[config.mk]
export PLATFORM = sky130hd
export DESIGN_NAME = anchor_box_decode
export DESIGN_NICKNAME = d
export VERILOG_FILES = /design/src/abd_pkg.sv /design/src/abd_front.sv /design/src/abd_queue.sv /design/src/abd_back.sv /design/src/anchor_box_decode.sv
export SDC_FILE = /design/constraint.sdc
export NUM_CORES = 2
export LEC_CHECK = 0
export BUFFER_PORTS_ARGS = -buffer_cell sky130_fd_sc_hd__buf_2
export CORE_MARGIN = 10
export CORE_UTILIZATION = 40
export CTS_BUF_LIST = sky130_fd_sc_hd__clkbuf_4
export CTS_CLUSTER_SIZE = 30
export DETAILED_ROUTE_END_ITERATION = 6
export PLACE_DENSITY = 0.65
export SLEW_MARGIN = 0
export SYNTH_ARGS = -nofsm -noshare
export SYNTH_HDL_FRONTEND = slang
export SYNTH_SLANG_ARGS = --single-unit
[constraint.sdc]
create_clock -name clock -period 17.2 [get_ports clock]
set_input_delay 0.86 -clock clock [delete_from_list [all_inputs] [get_ports clock]]
set_output_delay 0.86 -clock clock [all_outputs]
set_load 0.02 [all_outputs]
[src/abd_pkg.sv]
// ----------------------------------------------------------------------------
// abd_pkg
// Shared types and constants of the anchor box decoder.
// ----------------------------------------------------------------------------
package abd_pkg;

   localparam int DEF_NUM_CLASSES  = 80;
   localparam int DEF_ANCHOR_SLOTS = 3;
   localparam int DEF_GRID_BITS    = 8;

   localparam int VALUE_W     = 16;
   localparam int COUNT_W     = 7;
   localparam int BOX_TERMS   = 5;
   localparam int CENTER_W    = 25;   // (2d - 0.5 + cell) in Q.15, signed
   localparam int ANCHOR_W    = 10;
   localparam int STRIDE_W    = 7;
   localparam int CSR_INDEX_W = 3;
   localparam int CSR_DATA_W  = 16;
   localparam int QUEUE_DEPTH = 2;

   typedef struct packed {
      logic [7:0]         cell_column;
      logic [7:0]         cell_row;
      logic [1:0]         anchor_slot;
      logic [VALUE_W-1:0] element_value;
      logic               vector_last;
   } req_type;

   typedef struct packed {
      logic signed [19:0] box_left;
      logic signed [19:0] box_top;
      logic [15:0]        box_width;
      logic [15:0]        box_height;
      logic [6:0]         class_id;
      logic [15:0]        box_score;
   } rsp_type;

   // one finished prediction vector, handed from front to back
   typedef struct packed {
      logic signed [CENTER_W-1:0] center_x;
      logic signed [CENTER_W-1:0] center_y;
      logic [VALUE_W-1:0]         term_w;
      logic [VALUE_W-1:0]         term_h;
      logic [VALUE_W-1:0]         objectness;
      logic [VALUE_W-1:0]         best_score;
      logic [COUNT_W-1:0]         best_class;
      logic [1:0]                 anchor_slot;
   } job_type;

   typedef struct packed {
      logic [VALUE_W-1:0]            score_threshold;
      logic [STRIDE_W-1:0]           grid_stride;
      logic [2:0][ANCHOR_W-1:0]      anchor_width;
      logic [2:0][ANCHOR_W-1:0]      anchor_height;
   } cfg_type;

   typedef struct packed {
      logic    push;
      logic    pop;
      logic    full;
      logic    empty;
   } queue_ctl_type;

endpackage

[src/abd_front.sv]
// ----------------------------------------------------------------------------
// abd_front
// Collects one prediction vector: box terms, objectness and running best class.
// ----------------------------------------------------------------------------
module abd_front #(
   parameter int NUM_CLASSES  = abd_pkg::DEF_NUM_CLASSES,
   parameter int ANCHOR_SLOTS = abd_pkg::DEF_ANCHOR_SLOTS,
   parameter int GRID_BITS    = abd_pkg::DEF_GRID_BITS
) (
   input  logic             clock,
   input  logic             reset,
   input  logic             req_valid,
   output logic             req_ready,
   input  abd_pkg::req_type req_data,
   input  logic             job_full,
   output logic             job_push,
   output abd_pkg::job_type job_data
);
   import abd_pkg::*;

   logic [COUNT_W-1:0] count_ff, count_in;
   logic [VALUE_W-1:0] term_ff [BOX_TERMS];
   logic [VALUE_W-1:0] best_ff, best_in;
   logic [COUNT_W-1:0] class_ff, class_in;

   logic               accept;
   logic               is_score;
   logic [COUNT_W-1:0] class_offset;
   logic               take_best;
   logic [GRID_BITS-1:0] col_masked, row_masked;
   logic [CENTER_W-1:0]  cx_raw, cy_raw;

   assign req_ready    = !job_full;
   assign accept       = req_valid && req_ready;
   assign is_score     = count_ff >= COUNT_W'(BOX_TERMS);
   assign class_offset = count_ff - COUNT_W'(BOX_TERMS);
   assign take_best    = is_score && (class_offset < COUNT_W'(NUM_CLASSES))
                         && (req_data.element_value > best_ff);

   always_comb begin
      best_in  = take_best ? req_data.element_value : best_ff;
      class_in = take_best ? class_offset : class_ff;
      if (req_data.vector_last) begin
         count_in = '0;
      end else if (count_ff != {COUNT_W{1'b1}}) begin
         count_in = count_ff + COUNT_W'(1);
      end else begin
         count_in = count_ff;
      end
   end

   always_ff @(posedge clock) begin
      if (reset) begin
         count_ff <= '0;
         best_ff  <= '0;
         class_ff <= '0;
      end else if (accept) begin
         count_ff <= count_in;
         best_ff  <= req_data.vector_last ? '0 : best_in;
         class_ff <= req_data.vector_last ? '0 : class_in;
      end
   end

   always_ff @(posedge clock) begin
      if (accept && !is_score) begin
         term_ff[count_ff[2:0]] <= req_data.element_value;
      end
   end

   // center offset 2d - 0.5 + cell, all in Q.15
   assign col_masked = req_data.cell_column[GRID_BITS-1:0];
   assign row_masked = req_data.cell_row[GRID_BITS-1:0];
   assign cx_raw = (CENTER_W'(col_masked) << 15) + (CENTER_W'(term_ff[0]) << 1)
                   - CENTER_W'(16384);
   assign cy_raw = (CENTER_W'(row_masked) << 15) + (CENTER_W'(term_ff[1]) << 1)
                   - CENTER_W'(16384);

   assign job_push = accept && req_data.vector_last && is_score;

   always_comb begin
      job_data.center_x   = $signed(cx_raw);
      job_data.center_y   = $signed(cy_raw);
      job_data.term_w     = term_ff[2];
      job_data.term_h     = term_ff[3];
      job_data.objectness = term_ff[4];
      job_data.best_score = best_in;
      job_data.best_class = class_in;
      if (req_data.anchor_slot >= 2'(ANCHOR_SLOTS)) begin
         job_data.anchor_slot = 2'(ANCHOR_SLOTS - 1);
      end else begin
         job_data.anchor_slot = req_data.anchor_slot;
      end
   end

endmodule

[src/abd_queue.sv]
// ----------------------------------------------------------------------------
// abd_queue
// Short job queue between the vector collector and the box arithmetic.
// ----------------------------------------------------------------------------
module abd_queue (
   input  logic                   clock,
   input  logic                   reset,
   input  logic                   push,
   input  abd_pkg::job_type       push_data,
   input  logic                   pop,
   output abd_pkg::job_type       head_data,
   output abd_pkg::queue_ctl_type status
);
   import abd_pkg::*;

   localparam int PtrW   = (QUEUE_DEPTH > 1) ? $clog2(QUEUE_DEPTH) : 1;
   localparam int CountW = $clog2(QUEUE_DEPTH + 1);

   job_type           slot_ff [QUEUE_DEPTH];
   logic [PtrW-1:0]   wr_ptr_ff, rd_ptr_ff;
   logic [CountW-1:0] count_ff, count_in;

   function automatic logic [PtrW-1:0] next_ptr(input logic [PtrW-1:0] ptr);
      if (ptr == PtrW'(QUEUE_DEPTH - 1)) begin
         return '0;
      end
      return ptr + PtrW'(1);
   endfunction

   always_comb begin
      count_in = count_ff;
      if (push && !pop) begin
         count_in = count_ff + CountW'(1);
      end else if (pop && !push) begin
         count_in = count_ff - CountW'(1);
      end
   end

   always_ff @(posedge clock) begin
      if (reset) begin
         wr_ptr_ff <= '0;
         rd_ptr_ff <= '0;
         count_ff  <= '0;
      end else begin
         count_ff <= count_in;
         if (push) begin
            wr_ptr_ff <= next_ptr(wr_ptr_ff);
         end
         if (pop) begin
            rd_ptr_ff <= next_ptr(rd_ptr_ff);
         end
      end
   end

   always_ff @(posedge clock) begin
      if (push) begin
         slot_ff[wr_ptr_ff] <= push_data;
      end
   end

   assign head_data    = slot_ff[rd_ptr_ff];
   assign status.push  = push;
   assign status.pop   = pop;
   assign status.full  = count_ff == CountW'(QUEUE_DEPTH);
   assign status.empty = count_ff == '0;

   a_count_bound: assert property (@(posedge clock) disable iff (reset)
      count_ff <= CountW'(QUEUE_DEPTH))
      else $error("job queue count beyond depth");

   a_pop_nonempty: assert property (@(posedge clock) disable iff (reset)
      pop |-> (count_ff != '0))
      else $error("job queue popped while empty");

endmodule

[src/abd_back.sv]
// ----------------------------------------------------------------------------
// abd_back
// Box arithmetic: registered arithmetic stages and the result register.
// ----------------------------------------------------------------------------
module abd_back (
   input  logic                   clock,
   input  logic                   reset,
   input  abd_pkg::cfg_type       cfg,
   input  abd_pkg::job_type       job_data,
   input  abd_pkg::queue_ctl_type job_status,
   output logic                   job_pop,
   output logic                   rsp_valid,
   input  logic                   rsp_ready,
   output abd_pkg::rsp_type       rsp_data
);
   import abd_pkg::*;

   logic advance;

   // stage 1: squares, center times stride, confidence product
   logic               s1_valid_ff;
   logic signed [31:0] s1_px_ff, s1_py_ff, s1_px_in, s1_py_in;
   logic [31:0]        s1_sw_ff, s1_sh_ff, s1_sw_in, s1_sh_in;
   logic [31:0]        s1_prod_ff, s1_prod_in;
   logic               s1_obj_ok_ff;
   logic [ANCHOR_W-1:0] s1_aw_ff, s1_ah_ff;
   logic [COUNT_W-1:0] s1_cls_ff;

   // stage 2: size times anchor, threshold test
   logic               s2_valid_ff;
   logic signed [31:0] s2_px_ff, s2_py_ff;
   logic [41:0]        s2_wm_ff, s2_hm_ff, s2_wm_in, s2_hm_in;
   logic [31:0]        s2_prod_ff;
   logic               s2_pass_ff, s2_pass_in;
   logic [COUNT_W-1:0] s2_cls_ff;

   logic               rsp_valid_ff;
   rsp_type            rsp_data_ff, rsp_data_in;

   logic signed [31:0] stride_ext;
   logic signed [47:0] edge_x, edge_y;

   assign advance = !rsp_valid_ff || rsp_ready;
   assign job_pop = advance && !job_status.empty;

   assign stride_ext = $signed({25'b0, cfg.grid_stride});
   assign s1_px_in   = 32'(job_data.center_x) * stride_ext;
   assign s1_py_in   = 32'(job_data.center_y) * stride_ext;
   assign s1_sw_in   = {16'b0, job_data.term_w} * {16'b0, job_data.term_w};
   assign s1_sh_in   = {16'b0, job_data.term_h} * {16'b0, job_data.term_h};
   assign s1_prod_in = {16'b0, job_data.objectness} * {16'b0, job_data.best_score};

   assign s2_wm_in   = {10'b0, s1_sw_ff} * {32'b0, s1_aw_ff};
   assign s2_hm_in   = {10'b0, s1_sh_ff} * {32'b0, s1_ah_ff};
   assign s2_pass_in = s1_obj_ok_ff
                       && (s1_prod_ff >= {1'b0, cfg.score_threshold, 15'b0});

   function automatic logic [19:0] sat_edge(input logic signed [47:0] v);
      logic [20:0] e;
      e = v[47:27];   // arithmetic shift is a floor
      if (e[20] != e[19]) begin
         return e[20] ? 20'h80000 : 20'h7FFFF;
      end
      return e[19:0];
   endfunction

   function automatic logic [15:0] sat_size(input logic [41:0] v);
      if (v[41:40] != 2'b00) begin
         return 16'hFFFF;
      end
      return v[39:24];
   endfunction

   // center minus half size, both scaled to 2^-31 pixel
   assign edge_x = {s2_px_ff, 16'b0} - $signed({4'b0, s2_wm_ff, 2'b0});
   assign edge_y = {s2_py_ff, 16'b0} - $signed({4'b0, s2_hm_ff, 2'b0});

   always_comb begin
      rsp_data_in.box_left    = $signed(sat_edge(edge_x));
      rsp_data_in.box_top     = $signed(sat_edge(edge_y));
      rsp_data_in.box_width   = sat_size(s2_wm_ff);
      rsp_data_in.box_height  = sat_size(s2_hm_ff);
      rsp_data_in.class_id    = s2_cls_ff;
      rsp_data_in.box_score   = s2_prod_ff[31] ? 16'hFFFF : s2_prod_ff[30:15];
   end

   always_ff @(posedge clock) begin
      if (reset) begin
         s1_valid_ff  <= 1'b0;
         s2_valid_ff  <= 1'b0;
         rsp_valid_ff <= 1'b0;
      end else if (advance) begin
         s1_valid_ff  <= !job_status.empty;
         s2_valid_ff  <= s1_valid_ff;
         rsp_valid_ff <= s2_valid_ff && s2_pass_ff;
      end
   end

   always_ff @(posedge clock) begin
      if (advance) begin
         s1_px_ff     <= s1_px_in;
         s1_py_ff     <= s1_py_in;
         s1_sw_ff     <= s1_sw_in;
         s1_sh_ff     <= s1_sh_in;
         s1_prod_ff   <= s1_prod_in;
         s1_obj_ok_ff <= job_data.objectness >= cfg.score_threshold;
         s1_aw_ff     <= cfg.anchor_width[job_data.anchor_slot];
         s1_ah_ff     <= cfg.anchor_height[job_data.anchor_slot];
         s1_cls_ff    <= job_data.best_class;
         s2_px_ff     <= s1_px_ff;
         s2_py_ff     <= s1_py_ff;
         s2_wm_ff     <= s2_wm_in;
         s2_hm_ff     <= s2_hm_in;
         s2_prod_ff   <= s1_prod_ff;
         s2_pass_ff   <= s2_pass_in;
         s2_cls_ff    <= s1_cls_ff;
         rsp_data_ff  <= rsp_data_in;
      end
   end

   assign rsp_valid = rsp_valid_ff;
   assign rsp_data  = rsp_data_ff;

   a_rsp_from_stage2: assert property (@(posedge clock) disable iff (reset)
      $rose(rsp_valid_ff) |-> $past(s2_valid_ff))
      else $error("box transaction without a job in the last stage");

   a_stall_holds_pipe: assert property (@(posedge clock) disable iff (reset)
      (rsp_valid_ff && !rsp_ready) |=> ($stable(s1_valid_ff) && $stable(s2_valid_ff)))
      else $error("pipeline moved while result stalled");

endmodule

[src/anchor_box_decode.sv]
// ----------------------------------------------------------------------------
// anchor_box_decode
// Per-anchor box decoder for one output scale of an anchor-based detector.
// ----------------------------------------------------------------------------
// Usage:
//  req_* streams one prediction value per transaction: dx, dy, dw, dh,
//  objectness, then the class scores, with vector_last on the final score.
//  One transaction per cycle is taken while the job queue has room.
//  rsp_* carries at most one box per vector, only when objectness and
//  objectness times the best score both reach score_threshold.
//  csr_* writes the threshold, stride and anchor sizes; write only while idle.
// Path: after the last value is taken, the box passes the queue register,
//  two arithmetic stages and the result register; a stall holds it.
// Throughput: one value per cycle; when not stalled, the back end takes one
//  vector per cycle: vectors of six or more values stream at full rate.
// Reset: registers return to their defaults, the vector state, queue and
//  arithmetic pipeline are emptied.
// Stall: a held rsp_ready freezes the arithmetic pipeline; the front keeps
//  collecting until the two-entry job queue is full, then drops req_ready.
// ----------------------------------------------------------------------------
module anchor_box_decode #(
   parameter int NUM_CLASSES  = abd_pkg::DEF_NUM_CLASSES,
   parameter int ANCHOR_SLOTS = abd_pkg::DEF_ANCHOR_SLOTS,
   parameter int GRID_BITS    = abd_pkg::DEF_GRID_BITS
) (
   input  logic                               clock,
   input  logic                               reset,
   input  logic                               req_valid,
   output logic                               req_ready,
   input  abd_pkg::req_type                   req_data,
   output logic                               rsp_valid,
   input  logic                               rsp_ready,
   output abd_pkg::rsp_type                   rsp_data,
   input  logic                               csr_write_enable,
   input  logic [abd_pkg::CSR_INDEX_W-1:0]    csr_index,
   input  logic [abd_pkg::CSR_DATA_W-1:0]     csr_write_data
);
   import abd_pkg::*;

   localparam logic [CSR_INDEX_W-1:0] CsrThreshold = 3'd0;
   localparam logic [CSR_INDEX_W-1:0] CsrStride    = 3'd1;
   localparam logic [CSR_INDEX_W-1:0] CsrAnchor0W  = 3'd2;
   localparam logic [CSR_INDEX_W-1:0] CsrAnchor0H  = 3'd3;
   localparam logic [CSR_INDEX_W-1:0] CsrAnchor1W  = 3'd4;
   localparam logic [CSR_INDEX_W-1:0] CsrAnchor1H  = 3'd5;
   localparam logic [CSR_INDEX_W-1:0] CsrAnchor2W  = 3'd6;
   localparam logic [CSR_INDEX_W-1:0] CsrAnchor2H  = 3'd7;

   cfg_type       cfg_ff;
   job_type       push_data, head_data;
   logic          job_push, job_pop;
   queue_ctl_type job_status;

   always_ff @(posedge clock) begin
      if (reset) begin
         cfg_ff.score_threshold  <= 16'd8192;
         cfg_ff.grid_stride      <= 7'd8;
         cfg_ff.anchor_width[0]  <= 10'd10;
         cfg_ff.anchor_height[0] <= 10'd13;
         cfg_ff.anchor_width[1]  <= 10'd16;
         cfg_ff.anchor_height[1] <= 10'd30;
         cfg_ff.anchor_width[2]  <= 10'd33;
         cfg_ff.anchor_height[2] <= 10'd23;
      end else if (csr_write_enable) begin
         unique case (csr_index)
            CsrThreshold: cfg_ff.score_threshold  <= csr_write_data;
            CsrStride:    cfg_ff.grid_stride      <= csr_write_data[STRIDE_W-1:0];
            CsrAnchor0W:  cfg_ff.anchor_width[0]  <= csr_write_data[ANCHOR_W-1:0];
            CsrAnchor0H:  cfg_ff.anchor_height[0] <= csr_write_data[ANCHOR_W-1:0];
            CsrAnchor1W:  cfg_ff.anchor_width[1]  <= csr_write_data[ANCHOR_W-1:0];
            CsrAnchor1H:  cfg_ff.anchor_height[1] <= csr_write_data[ANCHOR_W-1:0];
            CsrAnchor2W:  cfg_ff.anchor_width[2]  <= csr_write_data[ANCHOR_W-1:0];
            CsrAnchor2H:  cfg_ff.anchor_height[2] <= csr_write_data[ANCHOR_W-1:0];
            default:      cfg_ff <= cfg_ff;
         endcase
      end
   end

   abd_front #(
      .NUM_CLASSES  (NUM_CLASSES),
      .ANCHOR_SLOTS (ANCHOR_SLOTS),
      .GRID_BITS    (GRID_BITS)
   ) u_front (
      .clock     (clock),
      .reset     (reset),
      .req_valid (req_valid),
      .req_ready (req_ready),
      .req_data  (req_data),
      .job_full  (job_status.full),
      .job_push  (job_push),
      .job_data  (push_data)
   );

   abd_queue u_queue (
      .clock     (clock),
      .reset     (reset),
      .push      (job_push),
      .push_data (push_data),
      .pop       (job_pop),
      .head_data (head_data),
      .status    (job_status)
   );

   abd_back u_back (
      .clock      (clock),
      .reset      (reset),
      .cfg        (cfg_ff),
      .job_data   (head_data),
      .job_status (job_status),
      .job_pop    (job_pop),
      .rsp_valid  (rsp_valid),
      .rsp_ready  (rsp_ready),
      .rsp_data   (rsp_data)
   );

endmodule
==> reports/metrics.yaml <==
timing:
  setup_viol: 0
  tightestPinTransition_ns: 1.35
  finalClockSkew_ns: 0.105
  finalMaxSlewViolations: 0
  rsz0062_at_grt: "false"
  finalCriticalPeriod_ns: 8.97
  hold_violations: 0
  setup-tns-final_ns: 0
  max_freq_mhz: 111
  max_slew_margin_pct: 7.40
  period_share_pct: 52.2
floorplanning:
  die_h_um: 489
  core.rowCount: 171
  initial_core_util_pct: 40.3
  die_x_um: 489
  die-area_mm2: 0.239
  core-area_mm2: 0.218
  boundaryPins: 156
worst_setup_path:
  crit_family: "adder cells"
  endpoint_kind: "register"
  cpMostUsedCell: "fa_1"
  start_kind: "register"
  cp_slowest_cell: "dfxtp_4"
  slowest_delay_ns: 0.81
  r2r_slack_ns: 8.23
  crit_cells: 23
  path_cells: "buf_4 > mux2i_1 > clkinv_1 > nand2_1 > fa_1 > fa_1 > fa_1 > inv_1 > fa_1 > fa_1 > inv_1 > fa_1 > inv_1 > ha_1 > nand4_1 > or4_1 > nand2_1 > a41oi_1 > a21oi_1 > a21o_1 > a31o_2 > a311oi_1 > xnor2_1"
  required_ns: 18.14
  critPathBufInv: 5
  path_class: "register to register"
  critical_path_arrival_ns: 9.92
  r2r_end: "u_back.s1_prod_ff[30]"
  worstPathMaxFanout: 49
  rr_worst_depth: 23
drt:
  viasPerCell: 5.09
  post_drt_wl_per_cell_um: 18.2
  drc: 0
  drt_iter0_drc: 3758
  vias: 59842
  postRouteAntennaNets: 0
  routed_wl_um: 214000
  drt_pre_antenna_iters: 6
min_path:
  hold_path.class: "primary input to register"
  min_to: "u_queue.slot_ff[0][92]"
  hold_path_depth: 2
  min_from: "req_data[23]"
outcome:
  outcome: "finished, final reports clean"
clocking:
  clk_pin_slew_ns: 0.06
  cts_tree: "yes"
  cts_buffers: 230
  cts.sinks: 893
  clk_path_buf_depth: 3
  htreeDepth: 4
  cts_setup_buffers: 0
  cts_root_buf: "clkbuf_4"
  clk_latency_ns: 1.27
grt:
  gr-total-overflow: 0
  grt.total_usage_pct: 18.1
  grt_max_degree: 179
  grt_pass1_vias: 64294
  grt_pass1_wl_um: 347000
  antenna_found_initial: 39
synth:
  synthTopCellsByArea: "fa_1, edfxtp_1, ha_1"
  yosys-top-cells-count: "inv_1, fa_1, nand2_1"
  synthCells: 8490
  synth.distinct_cells: 90
  synth_edf_count: 772
  ys_ff_latch: 893
  synthesis.nets: 10465
  async_flop_share_pct: 0
  post-synth-top-area-cell: "fa_1"
  ys_seq_area_share_pct: 29.2
  synth.avg_cell_area_um2: 10.3
  yosysWarningCount: 0
  ys.flop_type: "edfxtp_1"
  synth_top_area_share_pct: 28.0
  synth.most_common_cell: "inv_1"
  netlist_area_mm2: 0.0878
job:
  cap_violations: 0
placed_design:
  hpwl_um: 168000
  io_buffers: 155
  gp_congestion: 0.926
finish:
  seq_area_mm2: 0.0256
  multi_input_area_mm2: 0.0552
  syn_to_final_growth_pct: 8.44
  final_nets: 10667
  final_core_util_pct: 43.7
  drive_gt1_share_pct: 7.94
  n_fill_cell: 20606
-- per-stage QoR --
stage | hold WS, ns | setup WS (ns) | instances | cell area (um2)
after detailed placement | 0.405 | 8.32 | 11270 | 91600
after CTS | 0.00514 | 8.24 | 11735 | 95200
final | 0.130 | 8.23 | 11766 | 95200
after floorplan | 0.400 | 1.61 | 8490 | 87800
after global placement | 0.402 | 8.46 | 11270 | 91600
after global routing | 0.0205 | 7.72 | 11753 | 95200
-- kinds of logic after synthesis --
group	count (synthesis)	share of synthesized area [%]
multiplexers	179	2.11
buffers and inverters	1894	8.12
AND/OR/NAND/NOR	2386	13.1
flip-flops	893	29.2
AO/OA/AOI/OAI	934	6.86
XOR/XNOR	285	2.84
adder cells (fa/ha/maj)	1919	37.8
-- what timing repair did --
item | in CTS | in global routing
resized for setup | 0 | 0
endpoints found under the setup margin | 0 | 0
hold buffers | 44 | 0
endpoints found under the hold margin | 144 | 0
-- cell usage in the layout, fill, tap and decap left out, types with 49 or more instances in the layout --
| cell type | n |
|---|---|
| edfxtp_1 | 772 |
| buf_2 | 154 |
| nand2_1 | 894 |
| nand3_1 | 88 |
| o21ai_0 | 184 |
| nor2b_1 | 277 |
| and2_1 | 361 |
| fa_1 | 1227 |
| dfxtp_1 | 115 |
| clkinv_1 | 71 |
| inv_1 | 1584 |
| clkbuf_4 | 328 |
| mux2i_1 | 125 |
| buf_4 | 64 |
| nor3_1 | 49 |
| nor2_1 | 436 |
| a21o_1 | 164 |
| xnor2_1 | 191 |
| ha_1 | 689 |
| mux2_2 | 51 |
| nand2b_1 | 109 |
| xor2_1 | 94 |
| a21oi_1 | 292 |
-- state kept, by name, indices dropped and copies added (netlist names), 10 cells and up, named ones only --
register,flops
u_back.s1_sh_ff,31
u_back.rsp_data,95
cfg_ff,83
u_front.best_ff,16
u_front.term_ff,80
u_back.s2_prod_ff,17
u_back.s2_py_ff,31
u_queue.slot_ff,242
u_back.s2_hm_ff,42
u_back.s1_prod_ff,32
u_back.s1_aw_ff,10
u_back.s2_wm_ff,42
u_back.s2_px_ff,31
u_back.s1_px_ff,31
u_back.s1_sw_ff,31
u_back.s1_py_ff,31
u_back.s1_ah_ff,10
-- how the worst max path moves through the flow --
stage	to	slack, ns
finish	u_back.s1_prod_ff[30]	8.23
global route	u_back.s1_prod_ff[30]	7.72
CTS	u_back.s1_prod_ff[30]	8.24
detailed placement	u_back.s1_prod_ff[30]	8.32
global placement	u_back.s1_prod_ff[31]	8.46
floorplan	u_queue.count_ff[1]	1.61
-- routing by layer --
layer	GRT usage, %	wire length (um)	vias up
met5	0	49	-
met4	6.11	6980	8
met3	3.38	12700	382
met2	29.9	101000	1707
met1	23.8	93100	30147
li1	-	-	27598
-- cell type report --
cell class                 count  share of cell area, %
multi-input combinational   5703                   57.9
sequential                   893                   26.9
inverter                    1600                   6.31
tap                         2854                   3.75
clock buffer                 328                   2.59
timing repair buffer         264                   1.82
clock inverter                93                  0.648
antenna                       31                 0.0815
Power is left out: the tool's default activity adds up to more than one toggle a clock period on the data nets, which glitch-free logic cannot reach.
